<file path="src/hdl/tcsa_pkg.sv">
package tcsa_pkg;

	typedef enum logic [2:0] {
		CMD_CLEAR   = 3'd0,
		CMD_WEIGHT  = 3'd1,
		CMD_BIAS    = 3'd2,
		CMD_SCATTER = 3'd3,
		CMD_READ    = 3'd4
	} cmd_e;

	typedef enum logic [2:0] {
		REG_IN_PER_GROUP  = 3'd0,
		REG_OUT_PER_GROUP = 3'd1,
		REG_VSTRIDE       = 3'd2,
		REG_HSTRIDE       = 3'd3,
		REG_PAD_TOP       = 3'd4,
		REG_LEFT_PAD      = 3'd5,
		REG_OUT_HEIGHT    = 3'd6,
		REG_OUT_WIDTH     = 3'd7
	} reg_e;

	localparam int CFG_DATA_W = 6;
	// output coordinates and channel bases stay well below 2^11
	localparam int CRD_W = 12;
	localparam int BASE_W = 12;

	typedef struct packed {
		logic [4:0] in_per_group;
		logic [4:0] out_per_group;
		logic [3:0] vstride;
		logic [3:0] hstride;
		logic [1:0] pad_top;
		logic [1:0] left_pad;
		logic [5:0] out_height;
		logic [5:0] out_width;
	} cfg_t;

	typedef struct packed {
		cmd_e              op;
		logic [3:0]        ic;
		logic [3:0]        oc;
		logic [1:0]        kr;
		logic [1:0]        kc;
		logic [4:0]        row;
		logic [4:0]        col;
		logic signed [15:0] value;
		logic [BASE_W-1:0] oc_base;
	} item_t;

	function automatic logic signed [39:0] sat_acc(input logic signed [40:0] v);
		logic signed [39:0] r;
		if (v[40] != v[39])
			r = v[40] ? {1'b1, 39'd0} : {1'b0, {39{1'b1}}};
		else
			r = v[39:0];
		return r;
	endfunction

endpackage

</file>
<file path="src/hdl/tcsa_front.sv">
module tcsa_front import tcsa_pkg::*; #(
	parameter int MAX_IN_CHANNELS = 16,
	parameter int MAX_OUT_CHANNELS = 16,
	parameter int KERNEL_H = 4,
	parameter int KERNEL_W = 4
) (
	input  logic               clk,
	input  logic               arst_n,
	input  logic               start,
	input  logic [2:0]         command,
	input  logic [3:0]         in_channel,
	input  logic [3:0]         out_channel,
	input  logic [1:0]         kernel_row,
	input  logic [1:0]         kernel_col,
	input  logic [4:0]         pixel_row,
	input  logic [4:0]         pixel_col,
	input  logic [4:0]         read_row,
	input  logic [4:0]         read_col,
	input  logic signed [15:0] value,
	input  cfg_t               cfg,
	input  logic               init,
	input  logic               full,
	output logic               busy,
	output logic               push,
	output item_t              item
);

	typedef enum logic [1:0] {F_IDLE, F_DIV, F_PUSH} fstate_t;

	fstate_t    state_q;
	item_t      item_q;
	logic [5:0] rem_q;
	logic [3:0] quo_q;
	logic [1:0] step_q;
	logic       accept;
	logic [5:0] divisor;
	logic [5:0] rem_sh;
	logic       ge;

	assign busy = init || (state_q != F_IDLE);
	assign accept = start && !busy;
	assign push = (state_q == F_PUSH) && !full;

	// restoring division of the input channel by inputs per group, one bit a cycle
	assign divisor = (cfg.in_per_group == 5'd0) ? 6'd1 : {1'b0, cfg.in_per_group};
	assign rem_sh = {rem_q[4:0], item_q.ic[step_q]};
	assign ge = rem_sh >= divisor;

	always_comb begin
		item = item_q;
		item.oc_base = BASE_W'(quo_q * cfg.out_per_group);
	end

	always_ff @(posedge clk or negedge arst_n) begin
		if (!arst_n) begin
			state_q <= F_IDLE;
			step_q <= '0;
		end else begin
			case (state_q)
				F_IDLE: begin
					if (accept) begin
						case (command)
							CMD_SCATTER: begin
								if (int'(in_channel) < MAX_IN_CHANNELS &&
								    cfg.out_per_group != 5'd0) begin
									state_q <= F_DIV;
									step_q <= 2'd3;
								end
							end
							CMD_WEIGHT: begin
								if (int'(in_channel) < MAX_IN_CHANNELS &&
								    int'(out_channel) < MAX_OUT_CHANNELS &&
								    int'(kernel_row) < KERNEL_H &&
								    int'(kernel_col) < KERNEL_W)
									state_q <= F_PUSH;
							end
							CMD_BIAS: begin
								if (int'(out_channel) < MAX_OUT_CHANNELS)
									state_q <= F_PUSH;
							end
							CMD_CLEAR, CMD_READ: state_q <= F_PUSH;
							default: state_q <= F_IDLE;
						endcase
					end
				end
				F_DIV: begin
					if (step_q == 2'd0)
						state_q <= F_PUSH;
					else
						step_q <= step_q - 2'd1;
				end
				F_PUSH: begin
					if (!full)
						state_q <= F_IDLE;
				end
				default: state_q <= F_IDLE;
			endcase
		end
	end

	always_ff @(posedge clk) begin
		if (accept) begin
			item_q.op <= cmd_e'(command);
			item_q.ic <= in_channel;
			item_q.oc <= out_channel;
			item_q.kr <= kernel_row;
			item_q.kc <= kernel_col;
			item_q.row <= (command == CMD_READ) ? read_row : pixel_row;
			item_q.col <= (command == CMD_READ) ? read_col : pixel_col;
			item_q.value <= value;
			item_q.oc_base <= '0;
			rem_q <= '0;
			quo_q <= '0;
		end else if (state_q == F_DIV) begin
			rem_q <= ge ? (rem_sh - divisor) : rem_sh;
			quo_q[step_q] <= ge;
		end
	end

endmodule

</file>
<file path="config.mk">
export PLATFORM = sky130hd
export DESIGN_NAME = tcsa_front
export DESIGN_NICKNAME = d
export VERILOG_FILES = /design/src/hdl/tcsa_pkg.sv /design/src/hdl/tcsa_front.sv
export SDC_FILE = /design/constraint.sdc
export NUM_CORES = 1
export LEC_CHECK = 0
export ABC_AREA = 1
export BUFFER_PORTS_ARGS = -buffer_cell sky130_fd_sc_hd__buf_2
export CORE_MARGIN = 3
export CORE_UTILIZATION = 47
export CTS_CLUSTER_SIZE = 14
export DETAILED_ROUTE_END_ITERATION = 10
export GPL_TIMING_DRIVEN = 1
export PLACE_DENSITY = 0.81
export SYNTH_ARGS = -nofsm -noshare
export SYNTH_HDL_FRONTEND = slang
export SYNTH_SLANG_ARGS = --single-unit
</file>
<file path="constraint.sdc">
create_clock -name clk -period 2.85 [get_ports clk]
set_input_delay 0.1425 -clock clk [delete_from_list [all_inputs] [get_ports clk]]
set_output_delay 0.1425 -clock clk [all_outputs]
set_load 0.01 [all_outputs]
</file>
==> results.sh, run 1 <==
export IMPL_status="finished, violations left"
export IMPL_violations="negative setup slack"
export IMPL_path_buf_inv=2
export IMPL_cp_max_fo=3
export IMPL_drt_pre_antenna_iters=4
export IMPL_dp_hpwl_um=5380
export IMPL_synth_cell_types=31
export IMPL_die_area_mm2=0.00742
export IMPL_cts_buffers=5
export IMPL_cts_tree="done"
export IMPL_post_route_period_util=1.03
export IMPL_ant_nets=0
export IMPL_p_per_area_mw_per_mm2=601
export IMPL_ctsHtreeMaxLevel=2
export IMPL_antenna_found_initial=0
export IMPL_start_util=0.498
export IMPL_root_buffer="clkbuf_8"
export IMPL_synthesis_area_mm2=0.00302
export IMPL_rsz0062_at_grt="yes"
export IMPL_path_depth=12
export IMPL_critPathLaunchType="flop"
export IMPL_path_class="reg2out"
export IMPL_r2r_end="rem_q[2]"
export IMPL_ff2ff_setup_slack_ns=0.52
export IMPL_hold_path_class="in2reg"
export IMPL_stdcell_count=531
export IMPL_crit_path_top_delay_cell="fa_1"
export IMPL_clock_sinks=54
export IMPL_arrival_ns=2.80
export IMPL_avgRoutedWirePerCell_um=13.9
export IMPL_synth_top_cells_by_area="edfxtp_1 41%, nand2_1 9.7%, ha_1 9.1%, inv_1 7.1%, dfxtp_1 6.0%"
export IMPL_hold_viol_final=0
export IMPL_num_vias=2567
export IMPL_layout_common_cells="117 x buf_2, 73 x nand2_1, 55 x inv_1"
export IMPL_grt_pass1_vias=2641
export IMPL_path_cells="nand2_2 > fa_1 > fa_1 > inv_2 > fa_2 > nand3_2 > nand3_2 > nand2_2 > a21boi_2 > o21bai_1 > nand2_1 > buf_2"
export IMPL_yosysSeqAreaShare=0.501
export IMPL_vias_per_cell=4.83
export IMPL_slew_violations=0
export IMPL_post_route_drc_count=0
export IMPL_r2r_start="step_q[0]"
export IMPL_dpl_worst_slack_ns=-0.0301
export IMPL_die_x_um=86.1
export IMPL_ys_ff_latch=54
export IMPL_clk_latency_ns=0.30
export IMPL_critPathMaxStageDelay_ns=0.51
export IMPL_core_area_mm2=0.00606
export IMPL_setup_viol_count_final=3
export IMPL_irDropWorstVdd_mv=0.471
export IMPL_io_buffer_count=117
export IMPL_synthDominantCellAreaShare=0.408
export IMPL_synth_top_area_cell="edfxtp_1"
export IMPL_pin_count=145
export IMPL_syn_to_final_growth_pct=37.7
export IMPL_first_iter_violations=89
export IMPL_cts_buffer_depth=2
export IMPL_place_inst=500
export IMPL_timing_fmax_mhz=339
export IMPL_overflow=0
export IMPL_gp_congestion=0.807
export IMPL_layout_min_cycle_time_ns=2.95
export IMPL_finalPower_uw=2500
export IMPL_crit_end="item[8]"
export IMPL_grt_max_degree=39
export IMPL_cp_end_kind="output pin"
export IMPL_r2r_cells=14
export IMPL_clkTransAtPathRegs_ns=0.09
export IMPL_antenna_cells=0
export IMPL_final_common_cell="buf_2"
export IMPL_grt_util_all_layers=0.198
export IMPL_die_h_um=86.1
export IMPL_max_cap_violations=0
export IMPL_cp_required_ns=2.71
export IMPL_nNetsFinal=574
export IMPL_synthCells=305
export IMPL_critical_path_top_delay_family="adder cells"
export IMPL_fin_skew_ns=0.00499
export IMPL_power_leakage_uw=0.00217
export IMPL_worst_slack_ns=-0.0973
export IMPL_row_count=28
export IMPL_yosys_warnings=0
export IMPL_avgSynthCellArea_um2=9.89
export IMPL_grt_first_pass_wirelength_um=11600
export IMPL_drt_wl_total_um=7400
export IMPL_critPathLaunch="quo_q[1]"
export IMPL_layout_drive_gt1_share=0.399
routing by layer:
layer	GRT usage	up-vias	routed length, um
met3	0.0836	12	663
li1	-	1274	-
met5	0	-	0
met2	0.361	109	3860
met1	0.200	1172	2740
met4	0.0676	0	137
worst min-delay path by stage:
stage	startpoint	endpoint	cells past startpoint	slack, ns
CTS	value[6]	item[18]	1	0.001
detailed placement	arst_n	step_q[0]	1	-0.05
global placement	arst_n	step_q[1]	1	-0.05
global route	in_channel[2]	item[48]	1	0.0003
finish	value[13]	item[25]	1	0.01
floorplan	arst_n	state_q[0]	0	-0.15
layout make-up:
type / instances / area (um2)
fillers: 427 / 1910
clock buffers: 5 / 68.8
clock inverters: 3 / 43.8
inverters: 60 / 225
repair buffers: 145 / 855
flip-flops and latches: 54 / 1510
multi-input cells: 189 / 1350
well taps: 75 / 93.8
sequential cells by signal, indices dropped and copies added, names as in the netlist:
name	cells
item	41
quo_q	4
rem_q	5
state_q	2
step_q	2
power breakdown:
group | total (uW) | internal [uW] | leakage, uW | switching [uW]
Clock | 513 | 264 | 0.0000585 | 250
Sequential | 1070 | 985 | 0.000504 | 80.6
Combinational | 918 | 369 | 0.00161 | 549
Total | 2500 | 1620 | 0.00217 | 879
worst register-to-register path: cells and delay by family, from the launching register on:
| kind | cells | cell delay (ns) |
|---|---|---|
| simple gates | 7 | 0.70 |
| fa+ha+maj | 2 | 0.63 |
| flops | 1 | 0.42 |
| buf+inv | 4 | 0.39 |
| compound gates | 1 | 0.11 |
stage by stage:
stage	setup TNS (ns)	hold WS (ns)	area (um2)	utilization
6_report	-0.180	0.0145	4150	0.685
5_1_grt	-0.558	0.000324	4150	0.685
4_1_cts	-0.0528	0.00106	4040	0.666
3_5_place_dp	-0.0301	-0.0474	3720	0.614
3_3_place_gp	0	-0.0497	3720	0.614
2_1_floorplan	0	-0.153	3020	-
cells in the mapped netlist:
| master | instances |
|---|---|
| dfxtp_1 | 9 |
| ha_1 | 22 |
| nand2_1 | 78 |
| o21ai_2 | 1 |
| xor2_1 | 4 |
| a21boi_0 | 1 |
| or2_1 | 1 |
| a21oi_1 | 8 |
| o21ai_0 | 5 |
| nand2_2 | 4 |
| nor3_1 | 1 |
| o211ai_1 | 2 |
| nor2_2 | 1 |
| nand3_2 | 4 |
| o21ai_1 | 5 |
| buf_6 | 1 |
| nand3_1 | 16 |
| nor3_2 | 1 |
| nor2_1 | 8 |
| conb_1 | 1 |
| mux2_2 | 10 |
| a21boi_1 | 1 |
| inv_2 | 3 |
| inv_1 | 57 |
| fa_1 | 7 |
| nor2_4 | 2 |
| buf_4 | 3 |
| edfxtp_1 | 41 |
| a41o_1 | 1 |
| dfrtp_1 | 4 |
| o21bai_1 | 3 |
cells by family (layout without fill, tap and decap cells):
group,count (synthesis),count (layout),share of synthesized area
and+or+nand+nor,116,116,0.172
buffers and inverters,64,213,0.0859
DFF,54,54,0.501
adders and majority gates,29,29,0.138
AOI/OAI and AO/OA,27,27,0.0535
muxes,10,10,0.0373
xor gates and xnor gates,4,4,0.0116
other,1,3,0.00124
repair_timing:
item | in CTS | in global routing
buffers inserted | 6 | 0
hold buffers | 6 | 11
resized for setup | 21 | 2
pin swaps | 13 | 2
hold endpoints to repair | 9 | 11
setup endpoints to repair | 4 | 4
Power figures use the tool's default switching activity.
==> inputs of run 2 (changes only) <==
--- a/config.mk
+++ b/config.mk
@@ -7,8 +7,10 @@
 export LEC_CHECK = 0
 export ABC_AREA = 1
 export BUFFER_PORTS_ARGS = -buffer_cell sky130_fd_sc_hd__buf_2
+export CELL_PAD_IN_SITES_DETAIL_PLACEMENT = 1
+export CELL_PAD_IN_SITES_GLOBAL_PLACEMENT = 1
 export CORE_MARGIN = 3
-export CORE_UTILIZATION = 47
+export CORE_UTILIZATION = 34
 export CTS_CLUSTER_SIZE = 14
 export DETAILED_ROUTE_END_ITERATION = 10
 export GPL_TIMING_DRIVEN = 1
==> results.sh, run 2 (same netlist as run 1, synthesis figures left out) <==
export IMPL_finalPower_uw=2450
export IMPL_slew_violations=0
export IMPL_fin_skew_ns=0.00700
export IMPL_layout_common_cells="117 x buf_2, 74 x nand2_1, 55 x inv_1"
export IMPL_power_switching_uw=917
export IMPL_worst_slack_ns=-0.0957
export IMPL_timing_fmax_mhz=339
export IMPL_syn_to_final_growth_pct=39.6
export IMPL_dp_hpwl_um=6430
export IMPL_final_common_cell="buf_2"
export IMPL_post_route_period_util=1.03
export IMPL_setup_viol_count_final=3
export IMPL_status="finished, violations left"
export IMPL_cp_required_ns=2.71
export IMPL_power_leakage_uw=0.00218
export IMPL_num_vias=2666
export IMPL_tns_ns=-0.119
export IMPL_grt_first_pass_wirelength_um=13700
export IMPL_fill_cells=993
export IMPL_irDropWorstVdd_mv=0.340
export IMPL_core_area_mm2=0.00842
export IMPL_min_delay_path_depth=1
export IMPL_clk_latency_ns=0.31
export IMPL_die_x_um=100
export IMPL_antenna_found_initial=0
export IMPL_hold_viol_final=0
export IMPL_critPathLaunchType="flop"
export IMPL_layout_min_cycle_time_ns=2.95
export IMPL_path_cells="buf_4 > buf_4 > nand2_1 > inv_1 > fa_1 > ha_1 > ha_4 > nand3_2 > nand3_2 > nand2_2 > a21boi_2 > nor2_1 > nand2_1 > nand2_1 > buf_2"
export IMPL_p_per_area_mw_per_mm2=581
export IMPL_clock_power_share=0.174
export IMPL_row_count=33
export IMPL_first_iter_violations=50
export IMPL_max_cap_violations=0
export IMPL_cts_buffers=5
export IMPL_swShare=0.375
export IMPL_cp_max_fo=4
export IMPL_post_route_drc_count=0
export IMPL_grt_util_all_layers=0.174
export IMPL_cp_common_cell="nand2_1"
export IMPL_path_class="reg2out"
export IMPL_largest_reg_flops=41
export IMPL_layout_drive_gt1_share=0.387
export IMPL_cts_tree="done"
export IMPL_p_comb_frac=0.387
export IMPL_placed_cell_area_mm2=0.00377
export IMPL_root_buffer="clkbuf_8"
export IMPL_pin_count=145
export IMPL_die_area_mm2=0.0100
export IMPL_crit_path_top_delay_cell="fa_1"
export IMPL_pwr_share_seq=0.439
export IMPL_grt_pass1_vias=2867
export IMPL_ctsHtreeMaxLevel=2
export IMPL_hold_end="item[44]"
export IMPL_clock_sinks=54
export IMPL_r2r_cells=14
export IMPL_p_int_uw=1530
export IMPL_overflow=0
export IMPL_drt_pre_antenna_iters=4
export IMPL_final_util=0.500
export IMPL_gp_congestion=0.784
export IMPL_hold_path_class="in2reg"
export IMPL_r2r_end="rem_q[2]"
export IMPL_critPathMaxStageDelay_ns=0.46
export IMPL_violations="negative setup slack"
export IMPL_arrival_ns=2.80
export IMPL_rsz0062_at_grt="yes"
export IMPL_cp_end_kind="output pin"
export IMPL_grt_max_degree=31
export IMPL_ant_nets=0
export IMPL_ff2ff_setup_slack_ns=0.52
export IMPL_vias_per_cell=4.70
export IMPL_avgRoutedWirePerCell_um=15.3
export IMPL_holdWs_ns=0.0104
export IMPL_hp_start="out_channel[2]"
export IMPL_antenna_cells=0
export IMPL_clkTransAtPathRegs_ns=0.10
export IMPL_io_buffer_count=117
export IMPL_r2r_start="step_q[0]"
export IMPL_fin_area_mm2=0.00421
export IMPL_cts_buffer_depth=2
export IMPL_drt_wl_total_um=8650
export IMPL_die_h_um=100
export IMPL_nNetsFinal=580
export IMPL_start_util=0.358
## run 2: how the worst max path moves through the flow
stage | from | end | slack (ns) | depth (start not counted)
final | quo_q[2] | item[8] | -0.1 | 15
after detailed placement | quo_q[2] | item[8] | -0.04 | 12
after CTS | quo_q[1] | item[8] | -0.09 | 12
after global placement | quo_q[2] | item[8] | 0.08 | 13
after global routing | quo_q[2] | item[8] | -0.23 | 12
after floorplan | quo_q[3] | item[8] | 0.16 | 12
## run 2: power by group through the flow
stage / Sequential, uW / Clock, uW / Combinational, uW
floorplan: 1100 / 0 / 574
detailed placement: 1090 / 0 / 910
global placement: 1080 / 0 / 854
finish: 1070 / 425 / 947
global route: 1090 / 467 / 1080
CTS: 1070 / 438 / 956
## run 2: worst max-delay path: cells and delay by family (launching register included)
| kind | cells | cell delay, ns |
|---|---|---|
| flip-flops | 1 | 0.37 |
| adder cells (fa/ha/maj) | 3 | 1.11 |
| AO/OA/AOI/OAI | 1 | 0.14 |
| AND/OR/NAND/NOR | 7 | 0.41 |
| buffers and inverters | 4 | 0.46 |
## run 2: final cells by class
type | instances | area [um2] | area share
tap | 105 | 131 | 0.0312
inverter | 60 | 225 | 0.0535
sequential | 54 | 1520 | 0.361
multi-input combinational | 189 | 1350 | 0.320
timing repair buffer | 151 | 901 | 0.214
clock inverter | 2 | 13.8 | 0.00327
clock buffer | 6 | 72.6 | 0.0172
## run 2: per-layer routing
layer	vias to the layer above	part of all wire	track usage
met2	106	0.52	0.315
met4	0	0.019	0.0560
met5	-	0	0
li1	1290	-	-
met1	1258	0.38	0.196
met3	12	0.080	0.0507
## run 2: repair_timing
item	in CTS	in global routing
setup endpoints to repair	5	4
endpoints found under the hold margin	23	4
resized for setup	21	3
hold buffers	20	4
buffers inserted	2	0
pin swaps	13	1
## run 2: through the flow
stage / instances / setup WS (ns)
CTS: 563 / -0.0939
finish: 567 / -0.0957
detailed placement: 533 / -0.0388
global placement: 533 / 0.0789
global route: 567 / -0.227
floorplan: 307 / 0.162
