[src/hdl/tcsa_pkg.sv]
package tcsa_pkg;

	typedef enum logic [2:0] {
		CMD_CLEAR   = 3'd0,
		CMD_WEIGHT  = 3'd1,
		CMD_BIAS    = 3'd2,
		CMD_SCATTER = 3'd3,
		CMD_READ    = 3'd4
	} cmd_e;

	typedef enum logic [2:0] {
		REG_IN_PER_GROUP  = 3'd0,
		REG_OUT_PER_GROUP = 3'd1,
		REG_VSTRIDE       = 3'd2,
		REG_HSTRIDE       = 3'd3,
		REG_PAD_TOP       = 3'd4,
		REG_LEFT_PAD      = 3'd5,
		REG_OUT_HEIGHT    = 3'd6,
		REG_OUT_WIDTH     = 3'd7
	} reg_e;

	localparam int CFG_DATA_W = 6;
	// output coordinates and channel bases stay well below 2^11
	localparam int CRD_W = 12;
	localparam int BASE_W = 12;

	typedef struct packed {
		logic [4:0] in_per_group;
		logic [4:0] out_per_group;
		logic [3:0] vstride;
		logic [3:0] hstride;
		logic [1:0] pad_top;
		logic [1:0] left_pad;
		logic [5:0] out_height;
		logic [5:0] out_width;
	} cfg_t;

	typedef struct packed {
		cmd_e              op;
		logic [3:0]        ic;
		logic [3:0]        oc;
		logic [1:0]        kr;
		logic [1:0]        kc;
		logic [4:0]        row;
		logic [4:0]        col;
		logic signed [15:0] value;
		logic [BASE_W-1:0] oc_base;
	} item_t;

	function automatic logic signed [39:0] sat_acc(input logic signed [40:0] v);
		logic signed [39:0] r;
		if (v[40] != v[39])
			r = v[40] ? {1'b1, 39'd0} : {1'b0, {39{1'b1}}};
		else
			r = v[39:0];
		return r;
	endfunction

endpackage

[src/hdl/tcsa_fifo.sv]
module tcsa_fifo import tcsa_pkg::*; (
	input  logic  clk,
	input  logic  arst_n,
	input  logic  push,
	input  item_t din,
	input  logic  pop,
	output item_t dout,
	output logic  full,
	output logic  empty
);

	item_t      mem_q [2];
	logic       wp_q;
	logic       rp_q;
	logic [1:0] cnt_q;

	assign full = cnt_q == 2'd2;
	assign empty = cnt_q == 2'd0;
	assign dout = mem_q[rp_q];

	always_ff @(posedge clk or negedge arst_n) begin
		if (!arst_n) begin
			wp_q <= 1'b0;
			rp_q <= 1'b0;
			cnt_q <= '0;
		end else begin
			if (push)
				wp_q <= ~wp_q;
			if (pop)
				rp_q <= ~rp_q;
			case ({push, pop})
				2'b10: cnt_q <= cnt_q + 2'd1;
				2'b01: cnt_q <= cnt_q - 2'd1;
				default: cnt_q <= cnt_q;
			endcase
		end
	end

	always_ff @(posedge clk) begin
		if (push)
			mem_q[wp_q] <= din;
	end

endmodule

[config.mk]
export PLATFORM = sky130hd
export DESIGN_NAME = tcsa_fifo
export DESIGN_NICKNAME = d
export VERILOG_FILES = /design/src/hdl/tcsa_pkg.sv /design/src/hdl/tcsa_fifo.sv
export SDC_FILE = /design/constraint.sdc
export NUM_CORES = 1
export LEC_CHECK = 0
export ABC_AREA = 1
export BUFFER_PORTS_ARGS = -buffer_cell sky130_fd_sc_hd__buf_2
export CORE_MARGIN = 2
export CORE_UTILIZATION = 45
export DETAILED_ROUTE_END_ITERATION = 10
export PLACE_DENSITY_LB_ADDON = 0.25
export SYNTH_ARGS = -nofsm -noshare
export SYNTH_HDL_FRONTEND = slang
export SYNTH_SLANG_ARGS = --single-unit
[constraint.sdc]
create_clock -name clk -period 4.15 [get_ports clk]
set_input_delay 0.415 -clock clk [delete_from_list [all_inputs] [get_ports clk]]
set_output_delay 0.415 -clock clk [all_outputs]
set_load 0.05 [all_outputs]
==> impl_metrics.ini, run 1 <==
[die]
fp.dieW_um = 100
die_h_um = 100
start_util = 0.459
dieArea_um2 = 10100
io_pins = 112
core_um2 = 9110
rows = 35

[timing]
hold_violations = 0
finalSetupViolCount = 0
fmax_mhz = 391
relSlewSlack = 0.325
rsz0062_at_grt = false
final_min_period_over_clock_period = 0.617
fin_crit_ps = 2560
final-max-slew-violation-count = 0
max_slew.worst_pin.slew_ps = 1010
fin_skew_ps = 4.26
setup_tns_ps = 0

[placement]
gp_congestion = 0.735
dp_hpwl_mm = 4.52
io_buffers = 111
dpl.cell_count = 513
dpl_cell_area_um2 = 4800

[clock_tree]
ctsResizeCount = 0
cts.sinks = 110
clk_latency_ps = 350
clockBufferDepth = 2
path_clk_slew_ps = 100
cts_buffers = 9
htree_levels = 3
postCtsSetupBuffers = 0
cts_tree = yes
cts_root_buffer = clkbuf_8

[critical_path]
startpoint_type = register
crit_arrival_ps = 2140
timing_worst_setup_path_type = reg2out
cp_max_fo = 107
end_kind = primary output
crit_required_ps = 3730

[cells_and_area]
diodes = 0
finalNonFillerCells = 530
drive_gt1_frac = 0.334
fin_nets = 472
syn_to_final_growth_pct = 19.3
design_area_um2 = 4980

[pwr]
p_leak_uw = 0.00215
power_density_nw_per_um2 = 791
peakVddDrop_mv = 0.616
power_uw = 3940

[hold_path]
hold_class = in2reg

[global_routing]
grt_pass1_vias = 2229
grt_pass1_wl_mm = 10.8
grt_max_degree = 108
groute.usage.overall = 0.142
antenna_found_initial = 0
overflow = 0

[synthesis]
ys_types = 17
synth_area_leaders = edfxtp_1, inv_1, nand2_1
synth_largest_area_cell = edfxtp_1
yosys.area.top_type_share = 0.762
avgSynthCellArea_um2 = 13.9
yosysWarnings = 0
synthesis.nets = 359
ys_seq_elements = 110
synth_area_um2 = 4180
ys_seq_area_frac = 0.786
synth_cells = 301

[flow_run]
cap_violations = 0

[routing]
vias = 2419
dr.pass1.iters = 4
routed_wl_mm = 6.94
drc = 0
ant_nets = 0
drtIter0Drc = 130
wl_per_cell_um = 13.1
vias_per_cell = 4.56

[status]
status = finished clean
## kinds of logic (layout without fill, tap and decap cells)
logic type	count (synthesis)	count (layout)	synth area share
buffers and inverters	71	189	0.0764
adder cells (fa/ha/maj)	1	1	0.00300
XOR/XNOR	3	3	0.00629
flip-flops	110	110	0.786
AND/OR/NAND/NOR	63	63	0.0575
AO/OA/AOI/OAI	53	53	0.0707
## worst paths after layout
path / startpoint / to / slack (ps) / depth (start not counted)
worst min-delay path: din[20] / mem_q[1][20] / 240 / 1
worst max register to register: wp_q / mem_q[0][5] / 2230 / 2
max in group asynchronous: arst_n / rp_q / 3640 / 2
worst min register to register: cnt_q[1] / cnt_q[1] / 510 / 2
min in group asynchronous: arst_n / rp_q / 380 / 2
worst max-delay path: rp_q / dout[6] / 1590 / 2
## metal layers
metal | global-route usage | wire (µm) | vias to the layer above
li1 | - | - | 1230
met4 | 0.0569 | 101 | 0
met2 | 0.220 | 3250 | 79
met1 | 0.195 | 3170 | 1102
met5 | 0 | 0 | -
met3 | 0.0334 | 424 | 8
## Yosys cell counts, drive strengths merged
cell      n
buf      12
dfrtp     4
edfxtp  106
ha        1
inv      59
nand2    58
nand3     1
nand4     1
nor2      3
o21ai    53
xnor2     1
xor2      2
## stage by stage
stage	worst slack, ps	utilization	hold WS [ps]
2_1_floorplan	987	-	119
3_3_place_gp	2000	0.527	225
3_5_place_dp	1990	0.527	226
4_1_cts	1570	0.547	216
5_1_grt	1410	0.547	215
6_report	1590	0.547	239
## state kept, by name (all words and copies together), names as in the netlist
| register | cells |
|---|---|
| mem_q | 106 |
| rp_q | 1 |
| wp_q | 1 |
| cnt_q | 2 |
## area by class of cell
class / instances / area (µm²)
clock buffers: 9 / 124
clock inverters: 7 / 48.8
fillers: 804 / 4130
inverters: 59 / 221
multi-input cells: 120 / 582
flip-flops and latches: 110 / 3290
well taps: 111 / 139
repair buffers: 114 / 581
## power breakdown
part	internal (µW)	switching (µW)
registers	1480	203
logic	349	1350
clock network	221	345
total	2040	1890
## worst max-delay path: stages, from the launching register on
cell and delay, ps:
dfrtp_4 1110, o21ai_0 350, buf_2 300
## cells in the final DEF (no fill, tap or decap), types with 2 or more instances in the layout
cell	instances
dfrtp_1	3
buf_4	2
xor2_1	2
o21ai_0	22
nand2_1	58
clkbuf_8	9
nor2_1	2
clkinv_2	3
inv_6	2
buf_2	111
o21ai_1	23
edfxtp_1	106
o21ai_2	8
inv_1	58
## timing repair
item | CTS | global route
endpoints found under the setup margin | 0 | 0
hold buffers | 1 | 0
hold endpoints to repair | 4 | 0
Note: power is estimated with default switching activity, not from simulation.
==> run 2: changes to the inputs <==
==> constraint.sdc (replaced) <==
create_clock -name clk -period 2.3 [get_ports clk]
set_input_delay 0.23 -clock clk [delete_from_list [all_inputs] [get_ports clk]]
set_output_delay 0.23 -clock clk [all_outputs]
set_load 0.05 [all_outputs]
==> run 2 against run 1 <==
Die area stayed put. Critical path depth is 2 higher. Clock power grew 82%. Global-route usage shrank 0.23 points. Final area rose by 0.95%. Critical path type unchanged. Highest routed layer unchanged. Combinational power is 93% higher. Cell count increased by 0.57%. Clock skew grew 7.9 ps. Via count grew 2.6%. Sequential power increased by 72%. Wire length grew 1.3%. Utilization grew 0.52 points.
==> impl_metrics.ini, run 2 (synthesized netlist as in run 1, its figures left out) <==
[status]
status = finished clean

[timing]
hold_violations = 0
fmax_mhz = 484
final_min_period_over_clock_period = 0.898
hold_ws_ps = 54.6
final-max-slew-violation-count = 0
fin_skew_ps = 12.2
setup_ws_ps = 234
rsz0062_at_grt = false
setup_tns_ps = 0
relSlewSlack = 0.673
finalSetupViolCount = 0
fin_crit_ps = 2070
max_slew.worst_pin.slew_ps = 490

[critical_path]
cp_max_fo = 50
startpoint_type = register
timing_worst_setup_path_type = reg2out
crit_arrival_ps = 1840
end_kind = primary output
reg2reg_depth = 3
crit_required_ps = 2070

[routing]
drtIter0Drc = 100
dr.pass1.iters = 4
vias_per_cell = 4.65
routed_wl_mm = 7.03
wl_per_cell_um = 13.2
ant_nets = 0
drc = 0
vias = 2481

[pwr]
pwr-share-seq = 0.402
switching_share = 0.479
power_density_nw_per_um2 = 1430
pwr-share-comb = 0.455
power.internal_uw = 3750
p_clk_frac = 0.143
peakVddDrop_mv = 0.913
p_leak_uw = 0.00217
netSwitchingPower_uw = 3440

[global_routing]
grt_pass1_vias = 2275
groute.usage.overall = 0.140
grt_max_degree = 51
antenna_found_initial = 0
overflow = 0
grt_pass1_wl_mm = 10.7

[placement]
dp_hpwl_mm = 4.64
dpl_cell_area_um2 = 4850
io_buffers = 111
post-place-ws_ps = 598
gp_congestion = 0.682

[hold_path]
hold_class = in2reg
holdPathStages = 1

[cells_and_area]
syn_to_final_growth_pct = 20.4
fin_nets = 475
largest_register_ffs = 106
final_common_cell = buf_2
drive_gt1_frac = 0.334
top_regs = mem_q x106, cnt_q x2
layout_common_cells = buf_2, edfxtp_1, inv_1, nand2_1, o21ai_1
regMostFlops = mem_q
fillers = 779
design_area_um2 = 5030
diodes = 0

[die]
dieArea_um2 = 10100
core_um2 = 9110
io_pins = 112
start_util = 0.459
die_h_um = 100
rows = 35
fp.dieW_um = 100

[clock_tree]
ctsResizeCount = 0
clk_latency_ps = 360
clockBufferDepth = 2
cts_root_buffer = clkbuf_8
cts_buffers = 9
cts_tree = yes
htree_levels = 3
path_clk_slew_ps = 100
postCtsSetupBuffers = 0
cts.sinks = 110

[flow_run]
cap_violations = 0
[run 2: cell count changes in the layout (fill, tap and decap cells not counted), sizes merged]
cell	before	now
clkbuf	9	10
clkinv	4	3
buf	113	116
[run 2: path summary, 6_finish.rpt]
path / from / endpoint / slack, ps
min: din[18] / mem_q[1][18] / 50
max in group asynchronous: arst_n / rp_q / 1950
min reg2reg: cnt_q[1] / cnt_q[1] / 520
max reg2reg: wp_q / mem_q[1][51] / 870
min in group asynchronous: arst_n / cnt_q[1] / 210
max: rp_q / dout[28] / 230
[run 2: per-stage QoR]
stage | std cells | util | power [µW]
after floorplan | 301 | - | 5540
after global placement | 516 | 0.532 | 6190
after detailed placement | 516 | 0.532 | 6240
after CTS | 533 | 0.552 | 7270
after global routing | 533 | 0.552 | 7550
final | 533 | 0.552 | 7200
[run 2: layout make-up]
| type | count | area, µm² | area share |
|---|---|---|---|
| multi-input combinational | 120 | 582 | 0.116 |
| clock inverter | 6 | 45.0 | 0.00896 |
| clock buffer | 10 | 128 | 0.0254 |
| timing repair buffer | 117 | 628 | 0.125 |
| inverter | 59 | 221 | 0.0440 |
| tap | 111 | 139 | 0.0276 |
| sequential | 110 | 3290 | 0.653 |
[run 2: layer usage]
metal	part of all wire	global-route usage	wire length (µm)	vias up
met4	0.016	0.0569	110	0
met2	0.46	0.225	3270	88
met3	0.067	0.0418	472	11
met1	0.45	0.178	3180	1145
li1	-	-	-	1237
met5	0	0	0	-
[run 2: what timing repair did]
action	CTS	global route
endpoints found under the hold margin	4	0
setup endpoints to repair	0	0
hold buffers	1	0
[run 2: power groups by stage]
stage,clock network (µW),logic [µW],registers [µW]
6_report,1030,3270,2890
4_1_cts,1070,3310,2900
3_3_place_gp,0,3260,2930
3_5_place_dp,0,3300,2940
5_1_grt,1150,3460,2940
2_1_floorplan,0,2740,2800
[run 2: worst max-delay path: stages, from the launching register on]
cell     delay (ps)
dfrtp_4         760
buf_4           310
nand2_1          70
o21ai_1          70
buf_2           270
==> run 3: changes to the inputs <==
--- a/config.mk
+++ b/config.mk
@@ -5,7 +5,7 @@
 export SDC_FILE = /design/constraint.sdc
 export NUM_CORES = 1
 export LEC_CHECK = 0
-export ABC_AREA = 1
+export ABC_CLOCK_PERIOD_IN_PS = 2300
 export BUFFER_PORTS_ARGS = -buffer_cell sky130_fd_sc_hd__buf_2
 export CORE_MARGIN = 2
 export CORE_UTILIZATION = 45
==> run 3 against run 2 <==
Final area up 1.2%. Fmax down 0.55%. First-iteration DRC count decreased by 29%. Non-clock buffer count is 2 higher. Critical path type unchanged. Sequential share of layout area down 0.79 points. Worst setup slack got worse by 11 ps.
==> impl_metrics.ini, run 3 <==
[cells_and_area]
final_common_cell = buf_2
syn_to_final_growth_pct = 19.5
drive_gt1_frac = 0.600
diodes = 0
layout_common_cells = buf_2, edfxtp_1, mux2_4, clkbuf_8, buf_4
final_util = 0.554
fin_nets = 363
largest_register_ffs = 106
top_regs = mem_q x106, cnt_q x2
regMostFlops = mem_q
design_area_um2 = 5090

[die]
fp.dieW_um = 101
dieArea_um2 = 10300
core_um2 = 9200
start_util = 0.463
die_h_um = 101
io_pins = 112
rows = 35

[global_routing]
overflow = 0
grt_pass1_vias = 2136
groute.usage.overall = 0.136
grt_pass1_wl_mm = 10.4
antenna_found_initial = 0
grt_max_degree = 32

[synthesis]
synth_area_leaders = edfxtp_1, mux2_4, buf_12
ys_types = 13
synthesis.nets = 239
yosys.area.top_type_share = 0.747
ys.flop_type = edfxtp_1
async_reset_ff_frac = 0.0364
synth_cells = 181
netlist_top_cells_count = edfxtp_1, mux2_4, buf_12
synth_edf_count = 106
ys_seq_elements = 110
yosysWarnings = 0
ys_seq_area_frac = 0.771
avgSynthCellArea_um2 = 23.5
synth_largest_area_cell = edfxtp_1
synth_area_um2 = 4260
synth.most_common_cell = edfxtp_1

[pwr]
power.internal_uw = 4130
p_leak_uw = 0.00205
switching_share = 0.416
p_clk_frac = 0.140
pwr-share-comb = 0.454
pwr-share-seq = 0.406
power_density_nw_per_um2 = 1390
netSwitchingPower_uw = 2940
peakVddDrop_mv = 0.750

[critical_path]
crit_arrival_ps = 1850
reg2reg_depth = 2
startpoint_type = register
timing_worst_setup_path_type = reg2out
end_kind = primary output
cp_max_fo = 22
crit_required_ps = 2070

[placement]
post-place-ws_ps = 575
io_buffers = 111
dpl_cell_area_um2 = 4920
gp_congestion = 0.672
dp_hpwl_mm = 4.54

[routing]
dr.pass1.iters = 4
drc = 0
vias = 2039
routed_wl_mm = 6.81
ant_nets = 0
wl_per_cell_um = 16.2
vias_per_cell = 4.84
drtIter0Drc = 71

[timing]
final-max-slew-violation-count = 0
setup_tns_ps = 0
relSlewSlack = 0.720
max_slew.worst_pin.slew_ps = 420
fin_crit_ps = 2080
rsz0062_at_grt = false
hold_ws_ps = 58.8
finalSetupViolCount = 0
fmax_mhz = 481
final_min_period_over_clock_period = 0.903
setup_ws_ps = 223
fin_skew_ps = 8.36
hold_violations = 0

[clock_tree]
cts_tree = yes
cts_root_buffer = clkbuf_8
htree_levels = 3
cts.sinks = 110
path_clk_slew_ps = 100
clockBufferDepth = 2
clk_latency_ps = 350
postCtsSetupBuffers = 0
cts_buffers = 9

[flow_run]
cap_violations = 0

[status]
status = finished clean

[hold_path]
hold_class = in2reg
holdPathStages = 1
## run 3: cell types whose count changed after synthesis, moves of 3 or more
| cell | before | now |
|---|---|---|
| mux2_2 | 0 | 4 |
| mux2_4 | 0 | 49 |
| nand2_1 | 58 | 0 |
| buf_12 | 0 | 5 |
| o21ai_0 | 22 | 0 |
| inv_1 | 59 | 1 |
| o21ai_1 | 23 | 0 |
| o21ai_2 | 8 | 0 |
| buf_2 | 6 | 0 |
| buf_6 | 4 | 1 |
## run 3: kinds of logic (layout without fill, tap and decap cells)
family | Yosys count | in the layout | synth area share
XOR/XNOR | 5 | 5 | 0.0103
adder cells (fa/ha/maj) | 1 | 1 | 0.00294
buffers and inverters | 7 | 136 | 0.0270
flip-flops | 110 | 110 | 0.771
multiplexers | 53 | 53 | 0.183
AND/OR/NAND/NOR | 5 | 5 | 0.00558
## run 3: per-layer routing
layer  up-vias  global-route usage  wire length [µm]
li1        952                   -                 -
met4         0              0.0437                56
met3         5              0.0490               507
met5         -                   0                 0
met2        68               0.217              3320
met1      1014               0.175              2920
## run 3: final cells by class
type                    count  area [µm²]
fillers                   707        4110
multi-input cells          64         870
inverters                   1        3.75
repair buffers            119         631
well taps                 111         139
clock buffers              13         139
clock inverters             3        22.5
flip-flops and latches    110        3290
## run 3: metrics by stage
stage | power, µW | instances
3_3_place_gp | 6150 | 404
3_5_place_dp | 6160 | 404
5_1_grt | 7390 | 421
4_1_cts | 7150 | 421
2_1_floorplan | 5680 | 181
6_report | 7060 | 421
## run 3: what timing repair did
item	in CTS	in global routing
gates resized for setup	0	0
hold buffers	1	0
hold endpoints to repair	4	0
## run 3: power groups by stage
stage / Clock (µW) / Sequential, µW / Combinational, µW
after global placement: 0 / 2920 / 3230
final: 990 / 2870 / 3210
after floorplan: 0 / 2800 / 2880
after global routing: 1110 / 2920 / 3360
after CTS: 1030 / 2880 / 3240
after detailed placement: 0 / 2930 / 3240
## run 3: critical path, stage by stage (launching register included)
cell and delay, ps:
dfrtp_4 680, buf_4 270, mux2_4 320, buf_2 210
## run 3: path summary, 6_finish.rpt
check | from | to | slack, ps
max in group asynchronous | arst_n | rp_q | 1960
setup reg to reg | wp_q | mem_q[1][18] | 980
min in group asynchronous | arst_n | cnt_q[1] | 200
hold reg to reg | cnt_q[1] | cnt_q[1] | 500
hold / removal | din[36] | mem_q[0][36] | 60
setup / recovery | rp_q | dout[2] | 220
